==> src/rtl/lhu_pkg.sv <==
`default_nettype none

package lhu_pkg;

    // Histogram geometry.
    localparam int BUCKETS     = 42;
    localparam int LAST_BUCKET = BUCKETS - 1;
    localparam int IDX_W       = $clog2(BUCKETS);
    localparam int USED_W      = $clog2(BUCKETS + 1);

    // Fixed field widths of the ports.
    localparam int CMD_W    = 2;
    localparam int SAMPLE_W = 64;
    localparam int COUNT_W  = 64;
    localparam int SEL_W    = 6;
    localparam int USED_O_W = 6;

    // Width that holds a bit position of a sample plus one, and any bucket count.
    localparam int POS_W = $clog2(SAMPLE_W + 1);

    // Command codes.
    typedef enum logic [CMD_W-1:0] {
        CMD_ADD   = 2'd0,
        CMD_CLEAR = 2'd1,
        CMD_READ  = 2'd2
    } cmd_t;

    // Sequencer states.
    typedef enum logic [1:0] {
        S_IDLE = 2'b01,
        S_EXEC = 2'b10
    } state_t;

endpackage

`default_nettype wire

==> src/rtl/lhu_ram.sv <==
`default_nettype none

module lhu_ram #(
    parameter int WIDTH = 64,
    parameter int DEPTH = 42
) (
    input  wire logic                     clk,
    input  wire logic                     we,
    input  wire logic [$clog2(DEPTH)-1:0] waddr,
    input  wire logic [WIDTH-1:0]         wdata,
    input  wire logic                     re,
    input  wire logic [$clog2(DEPTH)-1:0] raddr,
    output logic      [WIDTH-1:0]         rdata
);

    logic [WIDTH-1:0] mem [DEPTH];

    // One write port and one registered read port.
    always_ff @(posedge clk)
    begin
        if (we)
        begin
            mem[waddr] <= wdata;
        end
        if (re)
        begin
            rdata <= mem[raddr];
        end
    end

endmodule

`default_nettype wire

==> src/rtl/log2_latency_histogram_unit.sv <==
// Sequence: a taken command moves the sequencer from S_IDLE to S_EXEC, and its
// result is registered as it leaves S_EXEC; a stalled output holds it in S_EXEC.
// Commands are taken one at a time: in_stall stays high until the last one
// leaves S_EXEC after its counter RAM read and write-back; a clear does the same.
// Reset is asynchronous and active low; it empties every bucket at once
// through per-bucket valid flops, so no clearing pass follows reset.
`default_nettype none

module log2_latency_histogram_unit (
    input  wire logic                          clk,
    input  wire logic                          rst_n,
    input  wire logic                          in_valid,
    output logic                               in_stall,
    input  wire logic [lhu_pkg::CMD_W-1:0]     cmd,
    input  wire logic [lhu_pkg::SAMPLE_W-1:0]  sample_ns,
    input  wire logic [lhu_pkg::SEL_W-1:0]     bucket_index,
    output logic                               out_valid,
    input  wire logic                          out_stall,
    output logic      [lhu_pkg::COUNT_W-1:0]   bucket_count,
    output logic      [lhu_pkg::USED_O_W-1:0]  used_buckets
);

    import lhu_pkg::*;

    state_t                state_reg, state_next;
    logic [CMD_W-1:0]      cmd_reg;
    logic [IDX_W-1:0]      idx_reg;
    logic                  in_range_reg;
    logic [BUCKETS-1:0]    valid_reg, valid_next;
    logic [USED_W-1:0]     highest_used_reg, highest_used_next;
    logic                  out_valid_reg;
    logic [COUNT_W-1:0]    bucket_count_reg, bucket_count_next;
    logic [USED_O_W-1:0]   used_buckets_reg;

    logic                  accept;
    logic                  complete;
    logic [SAMPLE_W-1:0]   ns_minus_one;
    logic [POS_W-1:0]      ceil_pos;
    logic [IDX_W-1:0]      pick_idx;
    logic [IDX_W-1:0]      ram_raddr;
    logic                  sel_in_range;
    logic [COUNT_W-1:0]    ram_rdata;
    logic [COUNT_W-1:0]    cur_count;
    logic [COUNT_W-1:0]    inc_count;
    logic                  ram_we;
    logic [USED_W-1:0]     add_used;

    assign accept   = in_valid && !in_stall;
    assign in_stall = (state_reg != S_IDLE);

    // The command finishes once the output register is free or being emptied.
    assign complete = (state_reg == S_EXEC) && (!out_valid_reg || !out_stall);

    // Bucket pick: ceil(log2(ns)) from the top set bit of ns - 1, capped.
    assign ns_minus_one = sample_ns - SAMPLE_W'(1);

    always_comb
    begin
        ceil_pos = '0;
        for (int i = 0; i < SAMPLE_W; i++)
        begin
            if (ns_minus_one[i])
            begin
                ceil_pos = POS_W'(i + 1);
            end
        end
        if (sample_ns <= SAMPLE_W'(1))
        begin
            ceil_pos = '0;
        end
        if (ceil_pos > POS_W'(LAST_BUCKET))
        begin
            pick_idx = IDX_W'(LAST_BUCKET);
        end
        else
        begin
            pick_idx = IDX_W'(ceil_pos);
        end
    end

    // Reads past the last bucket return zero.
    assign sel_in_range = ({1'b0, bucket_index} < (SEL_W + 1)'(BUCKETS));
    assign ram_raddr    = (cmd == CMD_READ) ? IDX_W'(bucket_index) : pick_idx;

    // Capture the command on its transfer.
    always_ff @(posedge clk)
    begin
        if (accept)
        begin
            cmd_reg      <= cmd;
            idx_reg      <= ram_raddr;
            in_range_reg <= sel_in_range;
        end
    end

    lhu_ram #(
        .WIDTH (COUNT_W),
        .DEPTH (BUCKETS)
    ) u_counters (
        .clk   (clk),
        .we    (ram_we),
        .waddr (idx_reg),
        .wdata (inc_count),
        .re    (accept),
        .raddr (ram_raddr),
        .rdata (ram_rdata)
    );

    // A bucket whose valid flop is clear holds zero.
    assign cur_count = valid_reg[idx_reg] ? ram_rdata : '0;
    assign inc_count = (&cur_count) ? cur_count : cur_count + COUNT_W'(1);
    assign add_used  = USED_W'(idx_reg) + USED_W'(1);

    // Execute the captured command.
    always_comb
    begin
        ram_we            = 1'b0;
        valid_next        = valid_reg;
        highest_used_next = highest_used_reg;
        bucket_count_next = '0;
        case (cmd_reg)
            CMD_ADD:
            begin
                ram_we              = complete;
                valid_next[idx_reg] = 1'b1;
                if (add_used > highest_used_reg)
                begin
                    highest_used_next = add_used;
                end
            end
            CMD_CLEAR:
            begin
                valid_next        = '0;
                highest_used_next = '0;
            end
            CMD_READ:
            begin
                if (in_range_reg)
                begin
                    bucket_count_next = cur_count;
                end
            end
            default:
            begin
                bucket_count_next = '0;
            end
        endcase
    end

    // Sequencer.
    always_comb
    begin
        state_next = state_reg;
        unique case (state_reg)
            S_IDLE:
            begin
                if (accept)
                begin
                    state_next = S_EXEC;
                end
            end
            S_EXEC:
            begin
                if (complete)
                begin
                    state_next = S_IDLE;
                end
            end
            default:
            begin
                state_next = S_IDLE;
            end
        endcase
    end

    always_ff @(posedge clk or negedge rst_n)
    begin
        if (!rst_n)
        begin
            state_reg        <= S_IDLE;
            valid_reg        <= '0;
            highest_used_reg <= '0;
            out_valid_reg    <= 1'b0;
        end
        else
        begin
            state_reg <= state_next;
            if (complete)
            begin
                valid_reg        <= valid_next;
                highest_used_reg <= highest_used_next;
                out_valid_reg    <= 1'b1;
            end
            else if (!out_stall)
            begin
                out_valid_reg <= 1'b0;
            end
        end
    end

    // Result register.
    always_ff @(posedge clk)
    begin
        if (complete)
        begin
            bucket_count_reg <= bucket_count_next;
            used_buckets_reg <= USED_O_W'(highest_used_next);
        end
    end

    assign out_valid    = out_valid_reg;
    assign bucket_count = bucket_count_reg;
    assign used_buckets = used_buckets_reg;

    // The used count never passes the number of buckets.
    a_used_bounded: assert property (@(posedge clk) disable iff (!rst_n)
        highest_used_reg <= USED_W'(BUCKETS))
        else $error("used bucket count out of range");

    // Only an add writes the counter RAM, and only as it completes.
    a_we_add_only: assert property (@(posedge clk) disable iff (!rst_n)
        ram_we |-> (state_reg == S_EXEC) && (cmd_reg == CMD_ADD) && complete)
        else $error("counter write outside an add");

    // A completed clear leaves every bucket empty.
    a_clear_empties: assert property (@(posedge clk) disable iff (!rst_n)
        (complete && (cmd_reg == CMD_CLEAR)) |=>
            (valid_reg == '0) && (highest_used_reg == '0))
        else $error("clear left buckets in use");

    // A completed add marks its bucket in use.
    a_add_marks: assert property (@(posedge clk) disable iff (!rst_n)
        (complete && (cmd_reg == CMD_ADD)) |=> valid_reg[$past(idx_reg)])
        else $error("add did not mark its bucket");

    // Each transfer in is followed by the sequencer entering S_EXEC.
    a_accept_exec: assert property (@(posedge clk) disable iff (!rst_n)
        accept |=> (state_reg == S_EXEC))
        else $error("accepted command not executed");

endmodule

`default_nettype wire

==> config.mk <==
export PLATFORM = sky130hd
export DESIGN_NAME = log2_latency_histogram_unit
export DESIGN_NICKNAME = d
export VERILOG_FILES = /design/src/rtl/lhu_pkg.sv /design/src/rtl/lhu_ram.sv /design/src/rtl/log2_latency_histogram_unit.sv
export SDC_FILE = /design/constraint.sdc
export NUM_CORES = 2
export LEC_CHECK = 0
export BUFFER_PORTS_ARGS = -buffer_cell sky130_fd_sc_hd__buf_2
export CORE_MARGIN = 2
export CORE_UTILIZATION = 23
export DETAILED_ROUTE_END_ITERATION = 8
export PLACE_DENSITY = 0.37
export SYNTH_ARGS = -nofsm -noshare
export SYNTH_HDL_FRONTEND = slang
export SYNTH_SLANG_ARGS = --single-unit
==> constraint.sdc <==
create_clock -name clk -period 21.6 [get_ports clk]
set_clock_uncertainty 0.1 [all_clocks]
set_input_delay 3.24 -clock clk [delete_from_list [all_inputs] [get_ports clk]]
set_output_delay 3.24 -clock clk [all_outputs]
set_load 0.1 [all_outputs]
Yosys cells after proc, flatten, opt, wreduce, memory -nomap -nowiden. Memories as Yosys holds them, arrays and structs flattened. A register that Yosys moved wholly into a read port is not among the register bits. Cells that the tools add are included. Widths: inputs -> output; s select.

Multiplexer cells: 84. Reduce and logical (&&, ||, !) cells: 13. $lt $le $gt $ge: 6. Add/sub/neg operators: 3. Bitwise logic cells: 1. Eq/ne operators: 9.

Operators by type and width (count): $mux 7 (63); $mux 64 (2); $pmux 42 s2 (1); $add 64x1->64 const B (1); $le 64x1->1 const B (1); $reduce_and 64->1 (1); $sub 64x1->64 const B (1); $or 42x42->42 (1); $mux 6 (3); $pmux 6 s2 (1); $mux 1 (8); $gt 7x6->1 const B (1); $lt 6x7->1 const B (1); $add 6x1->6 const B (1); $bmux 1 s6 (1); $demux 1 s6 (1); $eq 2x2->1 const B (3); $ge 6x1->1 const B (1); $gt 6x6->1 (1); $lt 6x6->1 const B (1); $mux 2 (3); $reduce_and 2->1 (3); $eq 2x1->1 const B (2); $ne 2x1->1 const B (2); other kinds (7) (12).

Memories kept: 1. RAM bits: 2688. Bits in registers: 130.

Memories: u_counters.mem (depth 42, bits a word 64, read ports 1, clocked after Yosys merged registers in 1, wr ports 1, line lhu_ram.sv:16) `logic [WIDTH-1:0] mem [DEPTH];`.

Longest topological paths before layout.
Word-level depth: 69. Depth in mapped cells: 27. Mapped depth without buffers: 22.

Modules after synthesis. From an unflattened synthesis, not the netlist that was laid out.

Cell total of the unflattened synthesis: 5735. Area total of the unflattened synthesis: 114862.7 µm².

Modules (own cells, without submodules): lhu_ram (times used 1, area each 104142.4 µm², sequential area each 82639.3 µm², cells an instance 4440); log2_latency_histogram_unit (times used 1, area each 10720.3 µm², sequential area each 3649.8 µm², cells an instance 1295).

Worst setup path before layout. No wires, ideal clock.

Path kind: input port to flip-flop. Start: in out_stall. End: mem u_counters.mem[40][0] (enable). Arrival: 8.823 ns. Setup slack: 12.094 ns. Buffers on the path: 0. Library setup time: 0.583 ns. Cell stages on the path: 4. Cells stage by stage: nand2_1 -> nand2_1 -> nor3_1 -> nor3b_1.

Cells in the longest elaborated chain, start to end: 6.

Ends and longest elaborated chain: start: declaration (line log2_latency_histogram_unit.sv:18) `input wire logic out_stall,`; $logic_not 1->1; $logic_or 1x1->1 (line log2_latency_histogram_unit.sv:52) `assign complete = (state_reg == S_EXEC) && (!out_valid_reg || !out_stall);`; $logic_and 1x1->1 (line log2_latency_histogram_unit.sv:52); $mux 1 (line log2_latency_histogram_unit.sv:121) `case (cmd_reg)`; $mux 1 (line lhu_ram.sv:21) `if (we)`; $mux 1 (implied by the code) (line lhu_ram.sv:23) `mem[waddr] <= wdata;`; end: declaration (line lhu_ram.sv:16).

Every way passes these cells.

Worst setup path after layout.
Start: in sample_ns[0] in the netlist's numbering. End: reg u_counters.rdata[14], read port of u_counters.mem (data pin).

Cells in the longest elaborated chain, start to end: 69. Elaborated cells on any way between the ends: 70.

Ends and longest elaborated chain: start: declaration (line log2_latency_histogram_unit.sv:15) `input wire logic [lhu_pkg::SAMPLE_W-1:0] sample_ns,`; $sub 64x1->64 (line log2_latency_histogram_unit.sv:55) `assign ns_minus_one = sample_ns - SAMPLE_W'(1);`; $mux 1 (line log2_latency_histogram_unit.sv:62) `if (ns_minus_one[i])`; $mux 2 (line log2_latency_histogram_unit.sv:62); $mux 7 (62 in a row) (line log2_latency_histogram_unit.sv:62); $mux 7 * (line log2_latency_histogram_unit.sv:67) `if (sample_ns <= SAMPLE_W'(1))`; $gt 7x6->1 (line log2_latency_histogram_unit.sv:71) `if (ceil_pos > POS_W'(LAST_BUCKET))`; $mux 6 * (line log2_latency_histogram_unit.sv:71); $mux 6 * (line log2_latency_histogram_unit.sv:83) `assign ram_raddr = (cmd == CMD_READ) ? IDX_W'(bucket_index) : pick_idx;`; end: declaration (line lhu_ram.sv:13) `output logic [WIDTH-1:0] rdata`.

Every way passes the cells marked *; elsewhere a longest branch is shown, timed or not. A chain may end at the register's enable or synchronous reset.

==> results.py <==
metrics = {
    "flow_run": {
        "maxCapViolations": 0,
    },
    "power": {
        "p_leak_nw": 47.6,
        "power_mw": 12.2,
        "pwr_density_cell_nw_per_um2": 88.4,
        "vdd_drop_max_v": 0.0000563,
    },
    "synthesis": {
        "synth_fp_nets": 8742,
        "synthArstFlopShare": 0.0177,
        "ys_top_cells_by_count": "edfxtp_1 (2831), nand2_1 (1994), nand3_1 (418), and3_1 (295), clkbuf_1 (289)",
        "synth_cells": 8655,
        "synth_edf_count": 2831,
        "synth_top_cell_area_share": 0.720,
        "ys_warn_count": 0,
        "synth_area_um2": 118000,
        "synth_seq_cells": 2882,
        "synth_area_leaders": "edfxtp_1 (72%), nand2_1 (6.3%), mux2i_1 (1.9%)",
        "ys.flop_type": "edfxtp_1",
        "synth_cell_types": 99,
        "syn_area_per_cell_um2": 13.6,
        "synth_top_area_cell": "edfxtp_1",
        "ys_seq_area_frac": 0.731,
        "synth_most_common_cell": "edfxtp_1",
    },
    "detailed_routing": {
        "wl_met3_mm": 22.8,
        "wire_per_inst_um": 28.8,
        "wirelength_mm": 457,
        "dr_wl_met2_mm": 214,
        "drcViolationCount": 0,
        "drt-initial-drc-count": 7232,
        "drt-met1-wl_mm": 209,
        "dr.pass1.iters": 8,
        "viasPerCell": 4.86,
        "vias": 77200,
        "dr.max_layer_used": "met5",
        "ant_nets": 0,
    },
    "critical_path": {
        "crit_path_frequent_cell": "buf_4",
        "endpoint_kind": "register",
        "critPathMaxFanout": 66,
        "worstSetupStartpointType": "primary input",
        "crit_family": "buffers and inverters",
        "arrival_ns": 11.71,
        "crit_path_cell_trace": "buf_2, inv_1, ha_1, or4b_1, nor4_1, and4b_1, a21oi_1, o2bb2ai_1, a2111oi_0, and4b_1, a211oi_1, a21o_2, a21oi_4, buf_4, buf_4, buf_4, buf_4, buf_4, nand2_1, and3_1, a311oi_1, nor3_1, nor4_2",
        "cp_num_buf_inv": 7,
        "worstPathRequired_ns": 22.28,
        "critPathMaxStageDelay_ns": 0.87,
        "crit_type": "primary input to register",
        "slowest_stage": "nor4_1",
    },
    "sta": {
        "hold_violations": 0,
        "worstMarginPinSlew_ns": 1.24,
        "tns_ns": 0,
        "setup_viol": 0,
        "min_period_over_period": 0.511,
        "max_freq_mhz": 90.6,
        "slew_headroom": 0.171,
        "rsz0062_at_grt": "false",
        "period_minus_slack_ns": 11.03,
        "slew_viol_final": 0,
    },
    "floorplanning": {
        "dieHeight_um": 720,
        "ios": 148,
        "floorplan.initialDensity": 0.231,
        "die-area_um2": 519000,
        "core-area_um2": 512000,
        "placement_rows": 263,
        "die_width_um": 720,
    },
    "cells_and_area": {
        "n_fill_cell": 52300,
        "multi_input_area_um2": 29800,
        "layout.area.seq_um2": 86300,
        "areaGrowthSynthToFinish_pct": 17.3,
        "nets": 8937,
        "drive_gt1_frac": 0.121,
        "largest_register_ffs": 2688,
    },
    "global_route": {
        "grt_pass1_wl_mm": 627,
        "grt_usage": 0.170,
        "antenna_found_initial": 36,
        "grt_pass1_vias": 74800,
        "grt_max_degree": 141,
        "grt_overflow": 0,
    },
    "cts": {
        "cts_tree": "done",
        "post_cts_buffers": 0,
        "clkSlewWorstSetupHoldPaths_ns": 0.06,
        "clock_path_buffers": 4,
        "clkSinkCount": 2882,
        "clk-insertion-delay-late_ns": 0.97,
        "cts_resized": 0,
        "htree_levels": 5,
        "cts_root_buffer": "clkbuf_16",
        "postCtsHoldBufs": 0,
        "numCtsBuffers": 347,
    },
    "placed_design": {
        "hpwl_mm": 243,
        "globalplace.congestion": 0.811,
        "port_buffers": 147,
    },
    "worst_hold_path": {
        "hp-class": "register to register",
    },
    "outcome": {
        "status": "complete, no violations",
    },
}
[kinds of logic after synthesis]
| family | share of synthesized area |
|---|---|
| buffers and inverters | 0.0230 |
| muxes | 0.0201 |
| adders and majority gates | 0.00117 |
| AOI/OAI and AO/OA | 0.0804 |
| xor gates and xnor gates | 0.00593 |
| and+or+nand+nor | 0.138 |
| DFF | 0.731 |
[stage by stage]
stage	utilization	setup WS, ns	cells	hold slack, ns	cell area [µm²]
CTS	0.270	10.74	15900	0.391	138000
global placement	0.250	9.66	15300	0.370	128000
detailed placement	0.250	9.73	15300	0.377	128000
finish	0.270	10.57	15900	0.390	138000
floorplan	-	12.09	8655	0.357	118000
global route	0.270	10.17	15900	0.400	138000
[final cells by class]
class,instances,share of cell area
inverters,42,0.00138
clock inverters,192,0.0118
diodes,16,0.000289
flip-flops and latches,2882,0.623
repair buffers,417,0.0216
well taps,6757,0.0610
multi-input cells,5160,0.215
clock buffers,429,0.0655
[power breakdown]
part | switching (mW) | internal [mW] | total, mW
sequential | 0.0443 | 6.10 | 6.15
combinational | 0.355 | 0.124 | 0.479
clock | 2.40 | 3.21 | 5.61
[metal layers]
| metal | GRT usage | up-vias |
|---|---|---|
| met3 | 0.0198 | 554 |
| met4 | 0.0398 | 6 |
| met2 | 0.280 | 2326 |
| met5 | 0 | - |
| li1 | - | 33300 |
| met1 | 0.238 | 41000 |
[cells in the final DEF, fill, tap and decap left out, types with 56 or more instances in the layout]
| cell | netlist | layout |
|---|---|---|
| nand3_1 | 418 | 416 |
| nand2_1 | 1994 | 1991 |
| clkbuf_1 | 289 | 77 |
| and3_1 | 295 | 292 |
| buf_4 | 29 | 252 |
| nor3_1 | 157 | 154 |
| edfxtp_1 | 2831 | 2831 |
| mux2i_1 | 226 | 226 |
| a221oi_1 | 87 | 87 |
| o22ai_1 | 85 | 84 |
| clkinv_1 | 0 | 85 |
| a31oi_1 | 120 | 120 |
| a211oi_1 | 139 | 139 |
| and2_1 | 98 | 96 |
| a21oi_1 | 278 | 269 |
| nor2_1 | 187 | 110 |
| buf_2 | 192 | 147 |
| o21ai_0 | 66 | 66 |
| clkinv_2 | 1 | 56 |
| clkbuf_16 | 0 | 350 |
| a311oi_1 | 193 | 193 |
| nor2b_1 | 57 | 57 |
| a221o_1 | 87 | 87 |
[path summary, 6_finish.rpt]
kind / start / endpoint / slack [ns] / cells past startpoint
worst min-delay path: valid_reg[40]$_DFFE_PN0P_ / valid_reg[40]$_DFFE_PN0P_ / 0.39 / 1
worst max-delay path: sample_ns[0] / u_counters.rdata[14]$_DFFE_PP_ / 10.57 / 23
worst min register to register: valid_reg[40]$_DFFE_PN0P_ / valid_reg[40]$_DFFE_PN0P_ / 0.39 / 1
max in group asynchronous: rst_n / valid_reg[20]$_DFFE_PN0P_ / 18.52 / 2
worst max register to register: idx_reg[1]$_DFFE_PP_ / u_counters.mem[9][59]$_DFFE_PP_ / 12.71 / 23
min in group asynchronous: rst_n / out_valid$_DFFE_PN0P_ / 2.32 / 2
(Power assumes the default switching activity.)
